===== config.mk =====
export PLATFORM = sky130hd
export DESIGN_NAME = netsplit_message_detector_core
export DESIGN_NICKNAME = d
export VERILOG_FILES = /design/src/sv/nmd_pkg.sv /design/src/sv/nmd_char_class.sv /design/src/sv/nmd_side_tracker.sv /design/src/sv/netsplit_message_detector_core.sv
export VERILOG_INCLUDE_DIRS = /design/src /design/src/sv
export SDC_FILE = /design/constraint.sdc
export NUM_CORES = 1
export LEC_CHECK = 0
export ABC_AREA = 1
export BUFFER_PORTS_ARGS = -buffer_cell sky130_fd_sc_hd__buf_4
export CAP_MARGIN = 30
export CORE_UTILIZATION = 30
export DETAILED_ROUTE_END_ITERATION = 7
export PLACE_DENSITY_LB_ADDON = 0.15
export SETUP_SLACK_MARGIN = 0.2
export SKIP_LAST_GASP = 1
export SYNTH_ARGS = -nofsm -noshare
export SYNTH_HDL_FRONTEND = slang
export SYNTH_SLANG_ARGS = --single-unit

===== constraint.sdc =====
create_clock -name i_clk -period 1.65 [get_ports i_clk]
set_input_delay 0.2475 -clock i_clk [delete_from_list [all_inputs] [get_ports i_clk]]
set_output_delay 0.2475 -clock i_clk [all_outputs]
set_load 0.01 [all_outputs]

===== src/sv/netsplit_message_detector_core_defines.svh =====
// assertion macros for the netsplit message detector
// used by the rtl file that carries concurrent checks, needs i_clk and i_rst_n in scope
`ifndef NETSPLIT_MESSAGE_DETECTOR_CORE_DEFINES_SVH
`define NETSPLIT_MESSAGE_DETECTOR_CORE_DEFINES_SVH

// same-cycle implication, checked outside reset
`define NMD_ASSERT_NOW(label, ante, cons) \
    label: assert property (@(posedge i_clk) disable iff (!i_rst_n) (ante) |-> (cons)) \
        else $error("nmd check failed");

// next-cycle implication, checked outside reset
`define NMD_ASSERT_NEXT(label, ante, cons) \
    label: assert property (@(posedge i_clk) disable iff (!i_rst_n) (ante) |=> (cons)) \
        else $error("nmd check failed");

`endif


===== src/sv/nmd_pkg.sv =====
// shared types and character constants for the netsplit message detector
// no dependencies
package nmd_pkg;

    localparam logic [7:0] CH_DOT   = 8'h2E;
    localparam logic [7:0] CH_DASH  = 8'h2D;
    localparam logic [7:0] CH_STAR  = 8'h2A;
    localparam logic [7:0] CH_BLANK = 8'h20;
    localparam logic [7:0] CH_DIG_LO = 8'h30;
    localparam logic [7:0] CH_DIG_HI = 8'h39;
    localparam logic [7:0] CH_UPP_LO = 8'h41;
    localparam logic [7:0] CH_UPP_HI = 8'h5A;
    localparam logic [7:0] CH_LOW_LO = 8'h61;
    localparam logic [7:0] CH_LOW_HI = 8'h7A;

    // label length and blank count both saturate here
    localparam logic [1:0] CNT_SAT = 2'd2;
    localparam logic [1:0] ONE_BLANK = 2'd1;

    // character classification
    typedef struct packed {
        logic is_blank;
        logic is_dot;
        logic is_dash;
        logic is_name;
    } t_char_class;

    // per-request outcome from the side tracker
    typedef struct packed {
        logic valid;
        logic seen;
    } t_result;

endpackage


===== src/sv/nmd_char_class.sv =====
// classifies one message byte into blank, dot, dash and name-character flags
// depends on nmd_pkg
module nmd_char_class (
    input  logic [7:0]          i_char,
    output nmd_pkg::t_char_class o_class
);
    import nmd_pkg::*;

    logic w_digit;
    logic w_upper;
    logic w_lower;

    // range compares
    assign w_digit = (i_char >= CH_DIG_LO) && (i_char <= CH_DIG_HI);
    assign w_upper = (i_char >= CH_UPP_LO) && (i_char <= CH_UPP_HI);
    assign w_lower = (i_char >= CH_LOW_LO) && (i_char <= CH_LOW_HI);

    // flags
    always_comb begin
        o_class.is_blank = (i_char == CH_BLANK);
        o_class.is_dot   = (i_char == CH_DOT);
        o_class.is_dash  = (i_char == CH_DASH);
        o_class.is_name  = w_digit || w_upper || w_lower || (i_char == CH_DASH)
                           || (i_char == CH_DOT) || (i_char == CH_STAR);
    end

endmodule


===== src/sv/nmd_side_tracker.sv =====
// running state of the two domain-name sides, updated once per accepted byte
// depends on nmd_pkg
module nmd_side_tracker (
    input  logic                 i_clk,
    input  logic                 i_rst_n,
    input  logic                 i_take,
    input  nmd_pkg::t_char_class i_class,
    input  logic                 i_final,
    output nmd_pkg::t_result     o_res
);
    import nmd_pkg::*;

    logic [1:0] r_blank_count, n_blank_count;
    logic       r_side_empty,  n_side_empty;
    logic       r_prev_punct,  n_prev_punct;
    logic [1:0] r_label_len,   n_label_len;
    logic       r_dot_seen,    n_dot_seen;
    logic       r_side_inv,    n_side_inv;
    logic       r_left_ok,     n_left_ok;
    logic       w_side_ok_cur;
    logic       w_side_ok_next;

    // current side forms a complete name
    assign w_side_ok_cur = !r_side_inv && !r_side_empty && r_dot_seen && !r_prev_punct
                           && (r_label_len == CNT_SAT);

    // next-state update for one byte
    always_comb begin
        n_blank_count = r_blank_count;
        n_side_empty  = r_side_empty;
        n_prev_punct  = r_prev_punct;
        n_label_len   = r_label_len;
        n_dot_seen    = r_dot_seen;
        n_side_inv    = r_side_inv;
        n_left_ok     = r_left_ok;
        if (i_class.is_blank) begin
            if (r_blank_count == 2'd0) begin
                n_left_ok = w_side_ok_cur;
            end
            if (r_blank_count != CNT_SAT) begin
                n_blank_count = r_blank_count + 2'd1;
            end
            n_side_empty = 1'b1;
            n_prev_punct = 1'b0;
            n_label_len  = 2'd0;
            n_dot_seen   = 1'b0;
            n_side_inv   = 1'b0;
        end else begin
            if (r_side_empty && (i_class.is_dot || i_class.is_dash)) begin
                n_side_inv = 1'b1;
            end
            priority if (!i_class.is_name) begin
                n_side_inv = 1'b1;
            end else if (i_class.is_dot) begin
                if (r_label_len == 2'd0) begin
                    n_side_inv = 1'b1;
                end
                n_label_len = 2'd0;
                n_dot_seen  = 1'b1;
            end else begin
                if (r_label_len != CNT_SAT) begin
                    n_label_len = r_label_len + 2'd1;
                end
            end
            n_side_empty = 1'b0;
            n_prev_punct = i_class.is_dot || i_class.is_dash;
        end
    end

    // verdict on the right side after this byte
    assign w_side_ok_next = !n_side_inv && !n_side_empty && n_dot_seen && !n_prev_punct
                            && (n_label_len == CNT_SAT);

    always_comb begin
        o_res.valid = i_take && i_final;
        o_res.seen  = (n_blank_count == ONE_BLANK) && n_left_ok && w_side_ok_next;
    end

    // state registers, cleared at reset and after the final byte of a message
    always_ff @(posedge i_clk) begin
        if (!i_rst_n || (i_take && i_final)) begin
            r_blank_count <= 2'd0;
            r_side_empty  <= 1'b1;
            r_prev_punct  <= 1'b0;
            r_label_len   <= 2'd0;
            r_dot_seen    <= 1'b0;
            r_side_inv    <= 1'b0;
            r_left_ok     <= 1'b0;
        end else if (i_take) begin
            r_blank_count <= n_blank_count;
            r_side_empty  <= n_side_empty;
            r_prev_punct  <= n_prev_punct;
            r_label_len   <= n_label_len;
            r_dot_seen    <= n_dot_seen;
            r_side_inv    <= n_side_inv;
            r_left_ok     <= n_left_ok;
        end
    end

endmodule


===== src/sv/netsplit_message_detector_core.sv =====
// m_tvalid rises in the cycle after the request carrying the last byte is taken
// throughput: one byte per cycle while the result side keeps m_tready high
// a byte is held off only while a result waits in the output register and is not taken
// reset: synchronous active-low i_rst_n clears the side state and the output valid
// top level of the netsplit message detector, depends on nmd_pkg, nmd_char_class,
// nmd_side_tracker and netsplit_message_detector_core_defines.svh
`include "netsplit_message_detector_core_defines.svh"

module netsplit_message_detector_core (
    input  logic       i_clk,
    input  logic       i_rst_n,
    input  logic       s_tvalid,
    output logic       s_tready,
    input  logic [7:0] s_tdata,   // [7:0] char_code
    input  logic       s_tlast,   // final_char
    output logic       m_tvalid,
    input  logic       m_tready,
    output logic [7:0] m_tdata    // [0] netsplit_seen, [7:1] zero
);
    import nmd_pkg::*;

    t_char_class w_class;
    t_result     w_res;
    logic        w_take;
    logic        r_m_tvalid;
    logic        r_seen;

    // a byte enters whenever the output slot is free or being emptied
    assign s_tready = !r_m_tvalid || m_tready;
    assign w_take   = s_tvalid && s_tready;

    nmd_char_class u_class (
        .i_char  (s_tdata),
        .o_class (w_class)
    );

    nmd_side_tracker u_tracker (
        .i_clk   (i_clk),
        .i_rst_n (i_rst_n),
        .i_take  (w_take),
        .i_class (w_class),
        .i_final (s_tlast),
        .o_res   (w_res)
    );

    // output register
    always_ff @(posedge i_clk) begin
        if (!i_rst_n) begin
            r_m_tvalid <= 1'b0;
        end else if (s_tready) begin
            r_m_tvalid <= w_res.valid;
        end
    end

    always_ff @(posedge i_clk) begin
        if (s_tready && w_res.valid) begin
            r_seen <= w_res.seen;
        end
    end

    assign m_tvalid = r_m_tvalid;
    assign m_tdata  = {7'd0, r_seen};

    // checks
    `NMD_ASSERT_NEXT(a_final_gives_result, s_tvalid && s_tready && s_tlast, m_tvalid)
    `NMD_ASSERT_NEXT(a_inner_no_result, s_tvalid && s_tready && !s_tlast && !m_tvalid, !m_tvalid)
    `NMD_ASSERT_NOW(a_stall_only_on_block, !s_tready, m_tvalid && !m_tready)

endmodule


## Yosys cells after proc, flatten, opt, wreduce, memory -nomap -nowiden

Cells that the tools add are included.

| cells by class | value |
|---|---|
| $lt $le $gt $ge | 6 |
| reductions and logical operators | 35 |
| equal/unequal tests | 9 |
| multiplexer cells | 18 |
| add/sub/neg operators | 2 |

Operator list:

| kind | count |
|---|---|
| $eq 8x6->1 const B | 4 |
| $logic_and 1x1->1 | 17 |
| $ge 8x7->1 const B | 2 |
| $le 8x7->1 const B | 2 |
| $mux 1 | 12 |
| $mux 2 | 6 |
| $ge 8x6->1 const B | 1 |
| $le 8x6->1 const B | 1 |
| $logic_not 1->1 | 8 |
| $logic_or 1x1->1 | 8 |
| $add 2x1->2 const B | 2 |
| $eq 2x2->1 const B | 2 |
| $logic_not 2->1 | 2 |
| $ne 2x2->1 const B | 2 |
| $eq 2x1->1 const B | 1 |

| storage, ports and cells | value |
|---|---|
| register bits | 11 |
| output and inout port bits | 10 |
| word-level logic and storage cells | 79 |

## Logic depth before layout (Yosys ltp)

| logic depth | value |
|---|---|
| depth after elaboration | 15 |
| mapped depth | 12 |
| mapped depth without buffers | 12 |

## Cells and area by module

Synthesis repeated with hierarchy kept, for this count alone.

| second synthesis, totals | value |
|---|---|
| cell total of the unflattened synthesis | 135 |
| area, all modules | 839.6 um^2 |

By module, submodules not included:

| module | cells an instance | sequential area each (um^2) | times used | area each (um^2) |
|---|---|---|---|---|
| nmd_side_tracker | 86 | 180.2 | 1 | 550.5 |
| netsplit_message_detector_core | 18 | 50.0 | 1 | 152.6 |
| nmd_char_class | 31 | 0.0 | 1 | 136.4 |

## Worst setup path before layout

OpenSTA, ideal clock, no wires.

| timing path | value |
|---|---|
| kind | input-to-reg |
| start | input s_tdata[1] |
| end | register r_seen, data pin |
| stages on the path | 10 |
| path slack | 319 ps |
| setup time | 253 ps |
| arrival time | 1078 ps |
| buffers on the path | 0 |
| cell sequence | nor2_1 > nand2_1 > nor2_8 > inv_4 > o21ai_2 > nor2_2 > nand2_1 > nor2_1 > nand2_1 > nor2_2 |

RTL lines:

| what | RTL line | RTL |
|---|---|---|
| from (decl) | netsplit_message_detector_core.sv:14 | `input logic [7:0] s_tdata,` |
| to (signal assigned) | netsplit_message_detector_core.sv:57 | `r_seen <= w_res.seen;` |
| to (decl) | netsplit_message_detector_core.sv:26 | `logic r_seen;` |

==> summary.log <==
qor: routing.via_total_after_detailed_routing 991
qor: placement.detailed_place_hpwl 1820 µm
qor: worst_setup_path.cp-start-kind primary input
qor: worst_setup_path.crit_slowest_cell sky130_fd_sc_hd__nor2_1
qor: cells_and_area.fillers 343
qor: die.design.core.area 3080 µm²
qor: worst_setup_path.crit_fanout 6
qor: global_route.grt_start_max_net_pins 11
qor: global_route.first_pass_grt_wire_length 3720 µm
qor: clocking.tritoncts.num_buffers 3
qor: clocking.hold_buffers 0
qor: routing.dr.first_iter.drc_count 38
qor: synthesis.part_of_the_yosys_area_used_for_sequential_elements 0.237
qor: min_path.hold_path.class primary input to register
qor: clocking.worst_skew_pair.late_latency 0.27 ns
qor: placement.globalplace.congestion 0.813
qor: sta.layout_worst_path_cycle_share 0.813
qor: sta.final.setup.worst_slack 0.309 ns
qor: worst_setup_path.worst_path_largest_cell_delay 0.17 ns
qor: cells_and_area.antenna_cells_inserted 0
qor: cells_and_area.final_core_util 0.377
qor: synthesis.synthesis.area 973 µm²
qor: global_route.globalRoute.totalOverflow 0
qor: clocking.clkSinkCount 11
qor: cells_and_area.finalNonFillerCells 227
qor: synthesis.yosysWarningCount 0
qor: cells_and_area.multi_input_area 608 µm²
qor: run_status.outcome complete, no violations
qor: worst_setup_path.worst_path_most_repeated_cell sky130_fd_sc_hd__nand2_1
qor: worst_setup_path.setup.worst_path.class primary input to register
qor: sta.final.setup_skew 0.00421 ns
qor: die.rows 20
qor: cells_and_area.seqCellArea 233 µm²
qor: placement.numPlacedInstances 222
qor: worst_setup_path.data_required_time_of_the_critical_path 1.68 ns
qor: placement.detailedPlace.worstSlack -0.00109 ns
qor: clocking.clock-root-buffer sky130_fd_sc_hd__clkbuf_4
qor: cells_and_area.syn_to_final_growth 19.3%
qor: clocking.cts.clk_slew.worst_paths 0.07 ns
qor: sta.fmaxAchievable 745 MHz
qor: power_and_ir_drop.power.leakage 0.620 nW
qor: worst_setup_path.worstSetupEndpointType register
qor: clocking.max-clock-path-buffers 2
qor: die.dieHeight 59.0 µm
qor: die.ioPinCount 23
qor: sta.report.final.hold_viol_count 0
qor: routing.wl_per_cell 9.73 µm
qor: sta.timing_max_transition_violations_final 0
qor: clocking.tritoncts built
qor: cells_and_area.final_net_count 200
qor: global_route.gr-usage-all-layers 0.140
qor: power_and_ir_drop.power-per-cell-area 596 nW/µm²
qor: job.drv.max_cap_violation_count 0
qor: placement.buffer_ports.inserted 15
qor: die.chipWidth 59.0 µm
qor: routing.drt.antenna.violating_nets 0
qor: worst_setup_path.critical_path.cell_chain buf_4, nor2_1, nand2_2, nand2_1, nand2_1, nand2_1, nand3_2, nand2_1, nand3_1, nand2_1, nor2_2
qor: sta.setup_viol 0
qor: sta.grt_setup_unrepaired false
qor: die.initial_core_util 0.316
qor: synthesis.netlist_instances 163
qor: global_route.via_count_of_the_first_global_routing_pass 904
qor: power_and_ir_drop.worst_ir_drop_vdd 250 µV
qor: routing.drc_errors 0
qor: synthesis.ys_seq_elements 11
qor: routing.firstDrtPassIters 4
qor: routing.routed_wl 2210 µm
qor: synthesis.post_synth_num_cell_types 26
qor: clocking.cts_htree_levels 1
qor: routing.average_vias_per_placed_instance 4.37
qor: synthesis.syn_area_per_cell 5.97 µm²
qor: cells_and_area.layout-drive-gt1-share 0.224
qor: die.die_area 3480 µm²
qor: global_route.antenna_found_initial 0
qor: sta.layout_min_cycle_time 1.34 ns
qor: worst_setup_path.cp.arrival 1.37 ns
## logic make-up (layout without fill, tap and decap cells)
family          after synthesis  count (layout)  synth area share
fa+ha+maj                     3               3            0.0386
flops                        11              11             0.237
buf+inv                      35              49             0.168
simple gates                 90              90             0.425
other cells                   1               7           0.00385
compound gates               23              23             0.127
## critical path: cells and delay by family
family,cells,cell delay [ns]
buf+inv,1,0.13
simple gates,10,0.99
## path summary, 6_finish.rpt
| check | startpoint | endpoint | slack, ns | cells past startpoint |
|---|---|---|---|---|
| worst max-delay path | s_tdata[1] | r_seen | 0.31 | 11 |
| worst min-delay path | i_rst_n | m_tvalid | 0.16 | 3 |
| worst max register to register | u_tracker.r_label_len[0] | u_tracker.r_side_inv | 0.33 | 9 |
| worst min register to register | u_tracker.r_side_inv | u_tracker.r_side_inv | 0.47 | 2 |
## where the power goes
part / switching (mW) / total (mW) / internal, mW / leakage (nW)
logic: 0.130 / 0.211 / 0.0808 / 0.513
registers: 0.00893 / 0.295 / 0.286 / 0.0921
clock network: 0.0925 / 0.186 / 0.0937 / 0.0150
total: 0.231 / 0.692 / 0.460 / 0.620
## layout make-up
class | count | area share
clock buffer | 4 | 0.0226
inverter | 27 | 0.0894
multi-input combinational | 123 | 0.524
sequential | 11 | 0.200
tap | 44 | 0.0474
timing repair buffer | 18 | 0.116
## repair_timing
| item | CTS | global route |
|---|---|---|
| resized for setup | 0 | 5 |
| setup endpoints to repair | 0 | 1 |
| buffers inserted | 0 | 1 |
## Yosys cell counts
cell type,count,area share
sky130_fd_sc_hd__nand2_1,44,0.17
sky130_fd_sc_hd__inv_1,22,0.085
sky130_fd_sc_hd__nor2_1,22,0.085
sky130_fd_sc_hd__a21oi_1,10,0.051
sky130_fd_sc_hd__dfxtp_1,10,0.21
sky130_fd_sc_hd__buf_4,8,0.062
sky130_fd_sc_hd__nand3_1,8,0.041
sky130_fd_sc_hd__o21ai_0,8,0.041
sky130_fd_sc_hd__nor2_2,6,0.039
sky130_fd_sc_hd__nand4_1,4,0.026
sky130_fd_sc_hd__ha_1,3,0.039
sky130_fd_sc_hd__inv_2,3,0.012
sky130_fd_sc_hd__a31oi_1,2,0.013
sky130_fd_sc_hd__clkinv_1,1,0.0039
sky130_fd_sc_hd__conb_1,1,0.0039
sky130_fd_sc_hd__edfxtp_1,1,0.031
sky130_fd_sc_hd__inv_4,1,0.0064
sky130_fd_sc_hd__nand2_2,1,0.0064
sky130_fd_sc_hd__nand2_4,1,0.012
sky130_fd_sc_hd__nand3_2,1,0.010
sky130_fd_sc_hd__nor2_4,1,0.012
sky130_fd_sc_hd__nor2_8,1,0.021
sky130_fd_sc_hd__nor3_1,1,0.0051
sky130_fd_sc_hd__o211ai_1,1,0.0077
sky130_fd_sc_hd__o21ai_1,1,0.0051
sky130_fd_sc_hd__o21ai_2,1,0.0090
## per-stage QoR
stage	hold WS (ns)	cell area (µm²)	TNS, ns	total power [mW]
floorplan	0.345	996	0	0.441
detailed placement	0.448	1120	-0.00109	0.503
CTS	0.160	1140	0	0.692
global placement	0.448	1120	0	0.500
global route	0.190	1160	0	0.746
finish	0.164	1160	0	0.692
## per-layer routing
layer	track usage	routed length, µm	up-vias
li1	-	-	536
met5	0	0	-
met4	0.0306	0	0
met2	0.224	992	24
met3	0.0396	103	0
met1	0.187	1110	431
## cells in the final DEF, fill, tap and decap left out, types with 2 or more instances in the layout
cell and n:
sky130_fd_sc_hd__o21ai_1 2, sky130_fd_sc_hd__nor2_2 6, sky130_fd_sc_hd__inv_2 3, sky130_fd_sc_hd__nor2_1 22
sky130_fd_sc_hd__o21ai_0 7, sky130_fd_sc_hd__nand4_1 4, sky130_fd_sc_hd__clkbuf_4 3, sky130_fd_sc_hd__inv_1 22
sky130_fd_sc_hd__a21oi_1 9, sky130_fd_sc_hd__ha_1 3, sky130_fd_sc_hd__nand2_1 43, sky130_fd_sc_hd__nand2_2 2
sky130_fd_sc_hd__a31oi_1 2, sky130_fd_sc_hd__dfxtp_2 2, sky130_fd_sc_hd__buf_4 18, sky130_fd_sc_hd__nand3_1 8
sky130_fd_sc_hd__dfxtp_1 8, sky130_fd_sc_hd__conb_1 7
## registers in the layout (all words and copies together) (netlist names)
name                     cells
u_tracker.r_blank_count      2
u_tracker.r_side_inv         1
u_tracker.r_left_ok          1
u_tracker.r_side_empty       1
r_seen                       1
u_tracker.r_dot_seen         1
u_tracker.r_prev_punct       1
m_tvalid                     1
u_tracker.r_label_len        2
No activity file was read; power rests on OpenSTA's default activity.
